### src/rtl/bpcc_pkg.sv
// Shared constants and types for the binary plus-cross counter.
`default_nettype none

package bpcc_pkg;

   // Default sizing of the column store.
   localparam int DEF_MAX_WIDTH = 2048;
   localparam int DEF_MAX_ARM   = 64;

   // Field and register widths.
   localparam int COUNT_W     = 23;
   localparam int ARM_CFG_W   = 7;
   localparam int WIDTH_CFG_W = 12;
   localparam int CSR_IDX_W   = 1;
   localparam int CSR_DATA_W  = 12;

   // Register indexes on the configuration port.
   localparam logic [CSR_IDX_W-1:0] REG_ARM_LENGTH = 1'b0;
   localparam logic [CSR_IDX_W-1:0] REG_ROW_WIDTH  = 1'b1;

   // Register values after reset.
   localparam logic [ARM_CFG_W-1:0]   ARM_RESET   = 7'd1;
   localparam logic [WIDTH_CFG_W-1:0] WIDTH_RESET = 12'd2048;

   // Saturation value of the cross count.
   localparam logic [COUNT_W-1:0] COUNT_MAX = {COUNT_W{1'b1}};

   // Column store sweep controller.
   typedef enum logic {
      CLR_SWEEP,
      CLR_IDLE
   } clr_state_type;

   // Pipeline control shared by the scan, store and tally units.
   typedef struct packed {
      logic accept;     // input transfer at this edge
      logic retire;     // stage-one item completes at this edge
      logic frame_end;  // the accepted item closes the frame
      logic s1_valid;   // stage one holds an item
   } pipe_ctrl_type;

endpackage

`default_nettype wire

### src/rtl/bpcc_tally.sv
// Cross detection for the stage-one item, running total and result register.
`default_nettype none

module bpcc_tally #(
   parameter int MAX_ARM = bpcc_pkg::DEF_MAX_ARM,
   localparam int PH_W  = (MAX_ARM > 1) ? $clog2(MAX_ARM) : 1,
   localparam int RUN_W = $clog2(2 * MAX_ARM + 2)
) (
   input  wire                               clock,
   input  wire                               reset,
   input  wire bpcc_pkg::pipe_ctrl_type      ctrl,
   input  wire                               s1_pixel,
   input  wire                               s1_frame_end,
   input  wire  [PH_W-1:0]                   s1_rd_bit,
   input  wire                               fwd_run_sel,
   input  wire                               fwd_flag_sel,
   input  wire                               fwd_flag_val,
   input  wire  [RUN_W-1:0]                  run_q,
   input  wire  [MAX_ARM-1:0]                flag_q,
   input  wire                               k_zero,
   input  wire  [RUN_W-1:0]                  full,
   input  wire                               rsp_stall,
   output logic [RUN_W-1:0]                  run_new,
   output logic                              out_free,
   output logic                              rsp_valid,
   output logic [bpcc_pkg::COUNT_W-1:0]      rsp_cross_count
);

   logic [RUN_W-1:0]              prev_run_ff, run_old;
   logic                          flag_bit, hit;
   logic [bpcc_pkg::COUNT_W-1:0]  total_ff, total_in, total_inc;
   logic [bpcc_pkg::COUNT_W-1:0]  count_ff;
   logic                          rsp_valid_ff, rsp_valid_in;

   // Vertical run update and the cross test.
   always_comb begin
      run_old = fwd_run_sel ? prev_run_ff : run_q;
      if (s1_pixel) begin
         run_new = (run_old < full) ? run_old + RUN_W'(1) : run_old;
      end else begin
         run_new = '0;
      end
      flag_bit = fwd_flag_sel ? fwd_flag_val : flag_q[s1_rd_bit];
      hit      = k_zero ? s1_pixel : ((run_new >= full) && flag_bit);

      if (hit && (total_ff != bpcc_pkg::COUNT_MAX)) begin
         total_inc = total_ff + bpcc_pkg::COUNT_W'(1);
      end else begin
         total_inc = total_ff;
      end
   end

   // Total and result register updates.
   always_comb begin
      out_free = !rsp_valid_ff || !rsp_stall;
      total_in = total_ff;
      if (ctrl.retire) begin
         total_in = s1_frame_end ? '0 : total_inc;
      end
      if (ctrl.retire && s1_frame_end) begin
         rsp_valid_in = 1'b1;
      end else if (!rsp_stall) begin
         rsp_valid_in = 1'b0;
      end else begin
         rsp_valid_in = rsp_valid_ff;
      end
   end

   always_ff @(posedge clock) begin
      if (reset) begin
         total_ff     <= '0;
         rsp_valid_ff <= 1'b0;
      end else begin
         total_ff     <= total_in;
         rsp_valid_ff <= rsp_valid_in;
      end
   end

   // Last run written, for a read of the same column at the same edge.
   always_ff @(posedge clock) begin
      if (ctrl.retire) begin
         prev_run_ff <= run_new;
      end
      if (ctrl.retire && s1_frame_end) begin
         count_ff <= total_inc;
      end
   end

   assign rsp_valid       = rsp_valid_ff;
   assign rsp_cross_count = count_ff;

endmodule

`default_nettype wire

### config.mk
export PLATFORM = sky130hd
export DESIGN_NAME = bpcc_tally
export DESIGN_NICKNAME = d
export VERILOG_FILES = /design/src/rtl/bpcc_pkg.sv /design/src/rtl/bpcc_tally.sv
export SDC_FILE = /design/constraint.sdc
export NUM_CORES = 1
export LEC_CHECK = 0
export ABC_AREA = 1
export BUFFER_PORTS_ARGS = -buffer_cell sky130_fd_sc_hd__buf_2
export CAP_MARGIN = 20
export CELL_PAD_IN_SITES_DETAIL_PLACEMENT = 0
export CELL_PAD_IN_SITES_GLOBAL_PLACEMENT = 1
export CORE_MARGIN = 4
export CORE_UTILIZATION = 32
export DETAILED_ROUTE_END_ITERATION = 10
export PLACE_DENSITY = 0.83
export RECOVER_POWER = 50
export REMOVE_ABC_BUFFERS = 1
export SYNTH_ARGS = -nofsm -noshare
export SYNTH_HDL_FRONTEND = slang
export SYNTH_SLANG_ARGS = --single-unit
export TNS_END_PERCENT = 5
### constraint.sdc
create_clock -name clock -period 4.3 [get_ports clock]
set_input_delay 0.86 -clock clock [delete_from_list [all_inputs] [get_ports clock]]
set_output_delay 0.86 -clock clock [all_outputs]
set_load 0.05 [all_outputs]
==> results.json <==
{
  "synth_fa_ha_area_share_pct": 5.196,
  "initialDrtViolationCount": 293,
  "wl_um": 11800,
  "fmax_mhz": 245.1,
  "dp_hpwl_um": 8535,
  "grt_pass1_vias": 3907,
  "yosys.area_share.simple_pct": 40.01,
  "slew_headroom_pct": 36.03,
  "grt_first_pass_wirelength_um": 18660,
  "finalCriticalPeriod_ps": 4080,
  "ys_types": 33,
  "layout_common_cells": "188 x nand2_1, 102 x buf_2, 101 x nand3_1",
  "coreArea_sq_um": 12570,
  "worstSetupEndpointType": "register",
  "overflow": 0,
  "cp_max_fo": 8,
  "p_sw_share_pct": 31.30,
  "cts_root_buf": "clkbuf_16",
  "p_switching_w": 0.0004405,
  "vias": 4228,
  "cp-start-kind": "input port",
  "crit_type": "in -> reg",
  "power.share.clock_pct": 30.8,
  "max_cap_viol_count": 0,
  "fin_util_pct": 42.68,
  "p_leak_nw": 2.559,
  "cts_tree": "built",
  "grt_busiest_layer": "met2",
  "critPathTopFamily": "simple AND/OR/NAND/NOR gates",
  "worstMarginPinSlew_ps": 958.4,
  "synthTopCellsByArea": "edfxtp_1 23%, nand2_1 18%, nand3_1 12%, dfxtp_1 12%, inv_1 8.4%",
  "die_area_sq_um": 14670,
  "ys_seq_area_share_pct": 34.47,
  "ys_ff_latch": 55,
  "final_common_cell": "nand2_1",
  "min_path_type": "reg -> reg",
  "postSynthCellCount": 610,
  "vdd_drop_max_mv": 0.2026,
  "critical_path_required_ps": 4350,
  "setup-violations-final": 0,
  "die_w_um": 121.1,
  "path_clk_slew_ps": 70,
  "fin_cells": 929,
  "rows": 41,
  "grt.met3_usage_pct": 2.751,
  "antenna_found_initial": 0,
  "grt_usage_pct": 15.57,
  "io_buffer_count": 128,
  "cts-buffers-inserted": 5,
  "gp_congestion": 0.8220,
  "drv_slew": 0,
  "dp.cells": 917,
  "slowest_stage": "ha_1",
  "path_buf_inv": 6,
  "dr.pass1.iters": 4,
  "nets": 872,
  "clk_latency_ps": 300,
  "clk_path_buf_depth": 2,
  "wl_per_cell_um": 12.70,
  "power_density_nw_per_um2": 262.4,
  "final_area_sq_um": 5364,
  "drive_above_1_share_pct": 24.44,
  "start_util_pct": 32.57,
  "r2r_slack_ps": 590,
  "gr-usage-met1_pct": 20.85,
  "n_antenna_cell": 0,
  "synth_top_area_cell": "edfxtp_1",
  "drc_errors": 0,
  "critical_path_arrival_ps": 4130,
  "p_int_w": 0.0009667,
  "cts_sinks": 55,
  "syn_area_per_cell_sq_um": 6.711,
  "holdBufCountCts": 0,
  "synth_top_area_share_pct": 22.74,
  "grt_max_degree": 35,
  "synth-compound-area-share_pct": 6.815,
  "synth_xor_area_share_pct": 0.6418,
  "slowest_delay_ps": 310,
  "htreeDepth": 2,
  "synth_top_family_by_area": "simple AND/OR/NAND/NOR gates",
  "ios": 132,
  "ys.warnings.count": 0,
  "seq_power_share_pct": 41.2,
  "finalCritPeriodShare_pct": 94.88,
  "placed_cell_area_sq_um": 5029,
  "detail-route-antenna-nets": 0,
  "hold_viol_final": 0,
  "die_h_um": 121.1,
  "status": "finished clean",
  "synthToLayoutAreaGrowth_pct": 31.02,
  "grt_util_met2_pct": 26.05,
  "vias_per_cell": 4.551,
  "fin_skew_ps": 10.33,
  "netlist_area_sq_um": 4094,
  "synth_mux_area_share_pct": 0,
  "combPwrFrac_pct": 28.0
}
[cell type report]
class | instances | area [sq um]
Tap cell | 172 | 215.2
Fill cell | 1360 | 7204
Multi-Input combinational cell | 437 | 2281
Inverter | 96 | 362.8
Sequential cell | 55 | 1411
Clock buffer | 6 | 138.9
Timing Repair Buffer | 161 | 937.1
Clock inverter | 2 | 17.52
[power groups by stage]
stage	logic, W	clock network, W	registers (W)
global placement	0.000356	0	0.000591
finish	0.000394	0.000434	0.000579
floorplan	0.000171	0	0.000623
detailed placement	0.000358	0	0.000591
CTS	0.000360	0.000452	0.000579
global route	0.000437	0.000474	0.000581
[final timing paths]
path         cells after the start                  end            from
max                             27  rsp_cross_count[18]     fwd_run_sel
max reg2reg                     25  rsp_cross_count[18]  prev_run_ff[3]
min reg2reg                      2            rsp_valid       rsp_valid
min                              2            rsp_valid       rsp_valid
[timing repair]
action                     in CTS  in global routing
setup buffers                   0                  1
gates resized for setup         0                 35
setup endpoints to repair       0                 50
[sequential cells by signal (all words and copies together) (netlist names)]
name / cells
prev_run_ff: 8
rsp_valid: 1
rsp_cross_count: 23
total_ff: 23
[Yosys cell counts]
library cell / count
edfxtp_1: 31
inv_1: 92
nor2_2: 2
nand2_2: 3
inv_2: 3
nand3_1: 102
ha_1: 17
nand2_4: 1
nor3_2: 3
o21ai_0: 13
nand4_1: 5
buf_6: 8
o21ai_1: 1
xnor2_1: 1
nor2_1: 16
or2_1: 1
or2_2: 7
nor4_1: 4
dfxtp_1: 24
clkbuf_1: 5
and2_1: 16
nor3b_1: 1
o2111ai_1: 1
nand2_1: 191
o21a_1: 2
buf_2: 5
buf_4: 4
a21oi_1: 37
nor3_1: 9
xor2_1: 2
inv_4: 1
nand3b_1: 1
nor2_4: 1
[through the flow]
step	hold slack [ps]	worst slack, ps	total power (W)	setup TNS (ps)
after floorplan	452.4	-642.5	0.0007935	-26140
after global placement	476.8	-227.1	0.0009464	-6588
after detailed placement	468.2	-269.3	0.0009492	-8564
after CTS	478.5	42.91	0.001391	0
after global routing	511.7	-18.22	0.001492	-42.61
final	477.6	220.3	0.001407	0
[worst register-to-register path: stages (launching register included)]
cell and delay (ps):
edfxtp_1 350, or2_2 300, o21ai_2 90, inv_1 100
ha_4 220, a21oi_1 110, o21ai_1 80, nand4_1 90
nand2_2 90, nor2_4 140, nand2_4 80, buf_4 140
nor4_2 150, nor2_1 100, ha_1 310, nand2_1 70
nor2_2 110, nand4_1 90, o2111ai_1 100, nand2_1 70
inv_1 60, nand2_2 80, nand2_8 140, buf_6 150
nand3_1 80, and2_1 170
[layer usage]
metal / routed length [um] / up-vias
met3: 482 / 10
met1: 5488 / 1886
met5: 0 / -
met4: 129 / 0
met2: 5700 / 70
li1: - / 2262
[logic make-up (layout without fill, tap and decap cells)]
group | after synthesis | after routing
and+or+nand+nor | 363 | 363
buffers and inverters | 118 | 265
DFF | 55 | 55
AOI/OAI and AO/OA | 54 | 54
adders and majority gates | 17 | 17
xor gates and xnor gates | 3 | 3
Note: power is estimated with default switching activity, not from simulation.
