`src/rtl/bpcc_pkg.sv`:
```
// Shared constants and types for the binary plus-cross counter.
`default_nettype none

package bpcc_pkg;

   // Default sizing of the column store.
   localparam int DEF_MAX_WIDTH = 2048;
   localparam int DEF_MAX_ARM   = 64;

   // Field and register widths.
   localparam int COUNT_W     = 23;
   localparam int ARM_CFG_W   = 7;
   localparam int WIDTH_CFG_W = 12;
   localparam int CSR_IDX_W   = 1;
   localparam int CSR_DATA_W  = 12;

   // Register indexes on the configuration port.
   localparam logic [CSR_IDX_W-1:0] REG_ARM_LENGTH = 1'b0;
   localparam logic [CSR_IDX_W-1:0] REG_ROW_WIDTH  = 1'b1;

   // Register values after reset.
   localparam logic [ARM_CFG_W-1:0]   ARM_RESET   = 7'd1;
   localparam logic [WIDTH_CFG_W-1:0] WIDTH_RESET = 12'd2048;

   // Saturation value of the cross count.
   localparam logic [COUNT_W-1:0] COUNT_MAX = {COUNT_W{1'b1}};

   // Column store sweep controller.
   typedef enum logic {
      CLR_SWEEP,
      CLR_IDLE
   } clr_state_type;

   // Pipeline control shared by the scan, store and tally units.
   typedef struct packed {
      logic accept;     // input transfer at this edge
      logic retire;     // stage-one item completes at this edge
      logic frame_end;  // the accepted item closes the frame
      logic s1_valid;   // stage one holds an item
   } pipe_ctrl_type;

endpackage

`default_nettype wire

```
`src/rtl/bpcc_scan.sv`:
```
// Raster position tracking, row runs and the stage-one item register.
`default_nettype none

module bpcc_scan #(
   parameter int MAX_WIDTH = bpcc_pkg::DEF_MAX_WIDTH,
   parameter int MAX_ARM   = bpcc_pkg::DEF_MAX_ARM,
   localparam int COL_W = (MAX_WIDTH > 1) ? $clog2(MAX_WIDTH) : 1,
   localparam int WE_W  = $clog2(MAX_WIDTH + 1),
   localparam int PH_W  = (MAX_ARM > 1) ? $clog2(MAX_ARM) : 1,
   localparam int K_W   = $clog2(MAX_ARM + 1),
   localparam int RUN_W = $clog2(2 * MAX_ARM + 2)
) (
   input  wire                          clock,
   input  wire                          reset,
   input  wire bpcc_pkg::pipe_ctrl_type ctrl,
   input  wire                          pixel,
   input  wire                          frame_end,
   input  wire  [WE_W-1:0]              w_eff,
   input  wire  [K_W-1:0]               k_eff,
   input  wire  [RUN_W-1:0]             full,
   output logic [COL_W-1:0]             rd_addr,
   output logic                         s1_valid,
   output logic                         s1_pixel,
   output logic                         s1_frame_end,
   output logic [COL_W-1:0]             s1_col,
   output logic [PH_W-1:0]              s1_rd_bit,
   output logic                         s1_fw_en,
   output logic [COL_W-1:0]             s1_fw_addr,
   output logic [PH_W-1:0]              s1_fw_bit,
   output logic                         s1_fw_val,
   output logic                         fwd_run_sel,
   output logic                         fwd_flag_sel,
   output logic                         fwd_flag_val
);

   localparam int XW   = (COL_W + 1 > WE_W) ? COL_W + 1 : WE_W;
   localparam int CK_W = (COL_W > K_W) ? COL_W : K_W;
   localparam int PK_W = ((PH_W > K_W) ? PH_W : K_W) + 1;
   localparam logic [PH_W-1:0] PH_LAST = PH_W'(MAX_ARM - 1);
   localparam logic [PK_W-1:0] RING    = PK_W'(MAX_ARM);

   // Positional state.
   logic [COL_W-1:0] col_pos_ff, col_pos_in;
   logic [PH_W-1:0]  phase_ff, phase_in;
   logic [RUN_W-1:0] row_run_ff, row_run_in;

   // Stage-one item register.
   logic             s1_valid_ff, s1_valid_in;
   logic             s1_pixel_ff, s1_fe_ff;
   logic [COL_W-1:0] s1_col_ff;
   logic [PH_W-1:0]  s1_rd_bit_ff;
   logic             s1_fw_en_ff;
   logic [COL_W-1:0] s1_fw_addr_ff;
   logic [PH_W-1:0]  s1_fw_bit_ff;
   logic             s1_fw_val_ff;
   logic             fwd_run_ff, fwd_flag_ff, fwd_val_ff;

   // Stage-zero combinational values.
   logic [XW-1:0]    col_ext, w_ext, next_ext;
   logic             wrap_start, wrap_end;
   logic [COL_W-1:0] c0, col_next;
   logic [PH_W-1:0]  ph0, rd0;
   logic [PK_W-1:0]  ph_ext, kp_ext, rd_wide;
   logic [RUN_W-1:0] rr_base, rr_new;
   logic             hflag0, fw_en0;
   logic [COL_W-1:0] fw_addr0;
   logic             fwd_run0, fwd_flag0;

   function automatic logic [PH_W-1:0] phase_step(input logic [PH_W-1:0] ph);
      logic [PH_W-1:0] res;
      if (ph == PH_LAST) begin
         res = '0;
      end else begin
         res = ph + PH_W'(1);
      end
      return res;
   endfunction

   // Column, ring phase and row run for the arriving pixel.
   always_comb begin
      col_ext    = XW'(col_pos_ff);
      w_ext      = XW'(w_eff);
      wrap_start = col_ext >= w_ext;
      c0         = wrap_start ? '0 : col_pos_ff;
      ph0        = wrap_start ? phase_step(phase_ff) : phase_ff;
      rr_base    = wrap_start ? '0 : row_run_ff;

      if (pixel) begin
         rr_new = (rr_base < full) ? rr_base + RUN_W'(1) : rr_base;
      end else begin
         rr_new = '0;
      end
      hflag0 = rr_new >= full;

      // The arm flag lands K columns behind the current pixel.
      fw_en0   = (k_eff != '0) && (CK_W'(c0) >= CK_W'(k_eff));
      fw_addr0 = COL_W'(CK_W'(c0) - CK_W'(k_eff));

      // Ring slot written K rows ago.
      ph_ext  = PK_W'(ph0);
      kp_ext  = PK_W'(k_eff);
      rd_wide = (ph_ext >= kp_ext) ? ph_ext - kp_ext : ph_ext + RING - kp_ext;
      rd0     = PH_W'(rd_wide);

      next_ext = XW'(c0) + XW'(1);
      wrap_end = next_ext >= w_ext;
      col_next = wrap_end ? '0 : COL_W'(next_ext);

      // The item leaving stage one writes at the same edge as this read.
      fwd_run0  = s1_valid_ff && (s1_col_ff == c0);
      fwd_flag0 = s1_valid_ff && s1_fw_en_ff && (s1_fw_addr_ff == c0) &&
                  (s1_fw_bit_ff == rd0);
   end

   // Next positional state.
   always_comb begin
      col_pos_in = col_pos_ff;
      phase_in   = phase_ff;
      row_run_in = row_run_ff;
      if (ctrl.accept) begin
         if (frame_end) begin
            col_pos_in = '0;
            phase_in   = '0;
            row_run_in = '0;
         end else begin
            col_pos_in = col_next;
            phase_in   = wrap_end ? phase_step(ph0) : ph0;
            row_run_in = wrap_end ? '0 : rr_new;
         end
      end
   end

   always_comb begin
      if (ctrl.accept) begin
         s1_valid_in = 1'b1;
      end else if (ctrl.retire) begin
         s1_valid_in = 1'b0;
      end else begin
         s1_valid_in = s1_valid_ff;
      end
   end

   always_ff @(posedge clock) begin
      if (reset) begin
         col_pos_ff  <= '0;
         phase_ff    <= '0;
         row_run_ff  <= '0;
         s1_valid_ff <= 1'b0;
      end else begin
         col_pos_ff  <= col_pos_in;
         phase_ff    <= phase_in;
         row_run_ff  <= row_run_in;
         s1_valid_ff <= s1_valid_in;
      end
   end

   // Stage-one payload, loaded on each input transfer.
   always_ff @(posedge clock) begin
      if (ctrl.accept) begin
         s1_pixel_ff   <= pixel;
         s1_fe_ff      <= frame_end;
         s1_col_ff     <= c0;
         s1_rd_bit_ff  <= rd0;
         s1_fw_en_ff   <= fw_en0;
         s1_fw_addr_ff <= fw_addr0;
         s1_fw_bit_ff  <= ph0;
         s1_fw_val_ff  <= hflag0;
         fwd_run_ff    <= fwd_run0;
         fwd_flag_ff   <= fwd_flag0;
         fwd_val_ff    <= s1_fw_val_ff;
      end
   end

   assign rd_addr      = c0;
   assign s1_valid     = s1_valid_ff;
   assign s1_pixel     = s1_pixel_ff;
   assign s1_frame_end = s1_fe_ff;
   assign s1_col       = s1_col_ff;
   assign s1_rd_bit    = s1_rd_bit_ff;
   assign s1_fw_en     = s1_fw_en_ff;
   assign s1_fw_addr   = s1_fw_addr_ff;
   assign s1_fw_bit    = s1_fw_bit_ff;
   assign s1_fw_val    = s1_fw_val_ff;
   assign fwd_run_sel  = fwd_run_ff;
   assign fwd_flag_sel = fwd_flag_ff;
   assign fwd_flag_val = fwd_val_ff;

endmodule

`default_nettype wire

```
`config.mk`:
```
export PLATFORM = sky130hd
export DESIGN_NAME = bpcc_scan
export DESIGN_NICKNAME = d
export VERILOG_FILES = /design/src/rtl/bpcc_pkg.sv /design/src/rtl/bpcc_scan.sv
export SDC_FILE = /design/constraint.sdc
export NUM_CORES = 1
export LEC_CHECK = 0
export CORE_MARGIN = 1.5
export CORE_UTILIZATION = 45
export CTS_CLUSTER_SIZE = 24
export DETAILED_ROUTE_END_ITERATION = 7
export DONT_BUFFER_PORTS = 1
export HOLD_SLACK_MARGIN = 0.06
export PLACE_DENSITY_LB_ADDON = 0.05
export SETUP_SLACK_MARGIN = 0.2
export SYNTH_ARGS = -nofsm -noshare
export SYNTH_HDL_FRONTEND = slang
export SYNTH_SLANG_ARGS = --single-unit
```
`constraint.sdc`:
```
create_clock -name clock -period 4.8 [get_ports clock]
set_input_delay 0.24 -clock clock [delete_from_list [all_inputs] [get_ports clock]]
set_output_delay 0.24 -clock clock [all_outputs]
set_load 0.01 [all_outputs]
```
==> flow_summary_export.csv <==
group,metric,value,unit
run_status,status,"completed",
min_path,hold_class,"input pin to flop",
layout,post-route-util,55.8,%
clock_tree,cts_tree,"done",
clock_tree,cts_made_buffers,9,
setup_path,crit_path_max_fanout,5,
setup_path,slowest_delay,0.53,ns
pwr,internal_power,995,uW
min_path,worstHoldStart,"ctrl[3]",
logic_synthesis,synth-simple-area-share,19.3,%
timing,slew_headroom,34.1,%
min_path,hold_depth,3,
logic_synthesis,ys_warn_count,0,
placed_design,dp_worst_setup_slack,0.0695,ns
route,first_pass_iters,5,
pwr,switching_share,26.5,%
timing,rsz0062_at_grt,"false",
global_route,grt_pass1_vias,4052,
setup_path,cpLargestDelayFamily,"simple AND/OR/NAND/NOR gates",
logic_synthesis,synth-edff-count,41,
placed_design,io_buffers,0,
logic_synthesis,synth_nets,648,
layout,layout_common_cells,"nor2_1, inv_1, ha_1",
setup_path,endpoint_kind,"flop",
floorplanning,die_x,109,um
global_route,grt_overflow,0,
pwr,vdd_drop_max,132,uV
floorplanning,die_h,109,um
timing,report.final.slew_viol_count,0,
setup_path,crit_path_start,"col_pos_ff[7]",
route,wire_per_inst,19.3,um
setup_path,reg2reg_depth,22,
clock_tree,path_clk_slew,0.08,ns
floorplanning,io_pins,88,
route,wirelength,14200,um
setup_path,worst-path-stages,22,
logic_synthesis,synth_area,5050,sq um
global_route,antenna_found_initial,0,
placed_design,place.gp.congestion,0.848,
logic_synthesis,synth_seq_cells,67,
route,via_count,4249,
global_route,grt_max_degree,42,
clock_tree,insertion_delay,0.36,ns
logic_synthesis,synth_top_family_by_area,"simple AND/OR/NAND/NOR gates",
timing,setup_ws,0.338,ns
route,first_iter_violations,174,
pwr,seqPwrFrac,49.1,%
floorplanning,start_util,46.4,%
clock_tree,cts_sinks,67,
setup_path,arrival,4.57,ns
setup_path,r2r_setup_slack,0.34,ns
floorplanning,core,10900,sq um
timing,skew,0.0116,ns
layout,layout.cells.non_filler,739,
logic_synthesis,synthCells,557,
layout,final_common_cell,"nor2_1",
timing,finalSetupViolCount,0,
logic_synthesis,yosys_most_used_dff,"edfxtp_1",
setup_path,cp_slowest_cell,"o41ai_4",
floorplanning,rows,38,
logic_synthesis,synth_compound_area_share,17.2,%
global_route,grt_use_total,23.9,%
setup_path,worstSetupStartpointType,"flop",
timing,timing_hold_violations_final,0,
clock_tree,clk_path_buf_depth,2,
timing,finalCritPeriodShare,93.0,%
setup_path,worstPathBufferInverterCount,0,
logic_synthesis,synth_cell_type_count,61,
layout,final_net_count,685,
logic_synthesis,synth_async_sr_flop_share,0,%
logic_synthesis,syn_avg_cell_area,9.06,sq um
timing,fmax,224,MHz
route,ant_nets,0,
layout,diodes,0,
pwr,netSwitchingPower,358,uW
placed_design,dpl.hpwl,10200,um
timing,period_needed,4.46,ns
setup_path,worstReg2RegStart,"col_pos_ff[7]",
logic_synthesis,synth_xor_area_share,8.15,%
setup_path,cp_cell_sequence,"ha_4, nand4_1, o41ai_4, nor2_4, and2_1, ha_1, and3_4, and4_1, nand3_2, nor3_4, nor2_2, xor2_1, nand2_1, ha_1, nand2b_4, a21o_1, a21oi_2, nor2b_1, o21ai_1, nand2b_1, a21oi_2, o21ai_1",
min_path,worstHoldEndpoint,"col_pos_ff[2]",
logic_synthesis,synthMuxAreaShare,0.843,%
floorplanning,fp.dieArea,11900,sq um
pwr,combPwrFrac,11.3,%
logic_synthesis,synth_fa_ha_area_share,14.2,%
pwr,power,1350,uW
pwr,p_per_area,223,nW/um^2
layout,syn_to_final_growth,20.3,%
timing,worst_pin_slew,0.985,ns
clock_tree,h-tree-depth,3,
setup_path,cp.required,4.91,ns
pwr,leakage,0.00261,uW
timing,setup_tns,0,ns
route,remaining_drc_errors,0,
layout,drive_above_1_share,19.0,%
global_route,grt_pass1_wl,21200,um
clock_tree,clockRootBuffer,"clkbuf_8",
placed_design,dp_cells,700,
pwr,clockPowerShare,39.6,%
flow_run,maxCapViolCount,0,
setup_path,rr_endpoint,"s1_fw_val",
logic_synthesis,synth-seq-area-share,34.7,%
setup_path,path_class,"flop to flop",
route,via_per_inst,5.75,
-- what timing repair did --
| item | in CTS | in global routing |
|---|---|---|
| hold buffers | 5 | 0 |
| gates cloned | 0 | 1 |
| hold endpoints to repair | 58 | 0 |
| setup endpoints to repair | 9 | 27 |
| gates resized for setup | 9 | 49 |
| pin swaps | 8 | 31 |
| setup buffers | 6 | 11 |
-- synthesized netlist by cell type (4+ instances only) --
cell | count | area (sq um)
ha_1 | 54 | 676
nor2_1 | 52 | 195
inv_1 | 49 | 184
edfxtp_1 | 41 | 1230
nand2_1 | 34 | 128
o21ai_0 | 27 | 135
dfxtp_1 | 26 | 521
xnor2_1 | 26 | 228
xor2_1 | 21 | 184
nand3_1 | 19 | 95.1
clkbuf_1 | 18 | 67.6
a21oi_1 | 17 | 85.1
nor3_1 | 13 | 65.1
and2_1 | 12 | 75.1
a22oi_1 | 10 | 75.1
nand4_1 | 10 | 62.6
a21o_1 | 9 | 67.6
a31oi_1 | 9 | 56.3
nand2b_1 | 9 | 56.3
and3_1 | 7 | 43.8
nor2b_1 | 7 | 43.8
nor4bb_1 | 7 | 70.1
o32ai_1 | 7 | 61.3
buf_2 | 5 | 25.0
nor4_1 | 5 | 31.3
a22o_1 | 4 | 35.0
nor3b_1 | 4 | 30.0
o31ai_1 | 4 | 30.0
-- tightest hold or removal path: cells and delay by family --
kind	cells	cell delay, ns
AND/OR/NAND/NOR	1	0.08
AO/OA/AOI/OAI	2	0.10
-- worst max-delay path by stage --
stage	endpoint	slack, ns
floorplan	s1_fw_val	0.21
global placement	s1_fw_val	0.08
detailed placement	s1_fw_val	0.07
CTS	s1_fw_val	0.21
global route	s1_fw_val	0.13
finish	s1_fw_val	0.34
-- flip-flops by register name, summed over array words and instances (netlist names), 6 cells and up --
name        count
s1_rd_bit       6
s1_fw_bit       6
s1_col         11
row_run_ff      8
phase_ff        6
col_pos_ff     11
s1_fw_addr     11
-- metrics by stage --
step	cell area, sq um	hold WS [ns]
floorplan	5080	0.339
global placement	5360	0.314
detailed placement	5360	0.316
CTS	5720	0.0883
global route	6070	0.110
finish	6070	0.104
-- power by group through the flow --
| stage | Combinational, uW | Sequential (uW) | Clock [uW] |
|---|---|---|---|
| floorplan | 93.5 | 672 | 0 |
| global placement | 119 | 677 | 0 |
| detailed placement | 122 | 678 | 0 |
| CTS | 141 | 664 | 546 |
| global route | 169 | 668 | 569 |
| finish | 153 | 664 | 536 |
-- logic make-up after synthesis --
group,Yosys count
compound gates,120
xor+xnor,47
fa+ha+maj,56
buf+inv,74
flops,67
mux,4
simple gates,189
-- per-layer routing --
metal / track usage (%) / wire length, um / vias up
li1: - / - / 2095
met1: 31.4 / 6300 / 2018
met2: 39.8 / 6930 / 121
met3: 3.83 / 812 / 15
met4: 7.80 / 198 / 0
met5: 0 / 0 / -
-- area by class of cell --
class / instances / area, sq um
fill: 963 / 4810
multi-input combinational: 416 / 3290
sequential: 67 / 1760
timing repair buffer: 50 / 450
inverter: 50 / 188
tap: 140 / 175
clock buffer: 10 / 128
clock inverter: 6 / 90.1
No activity file was read; power rests on OpenSTA's default activity.
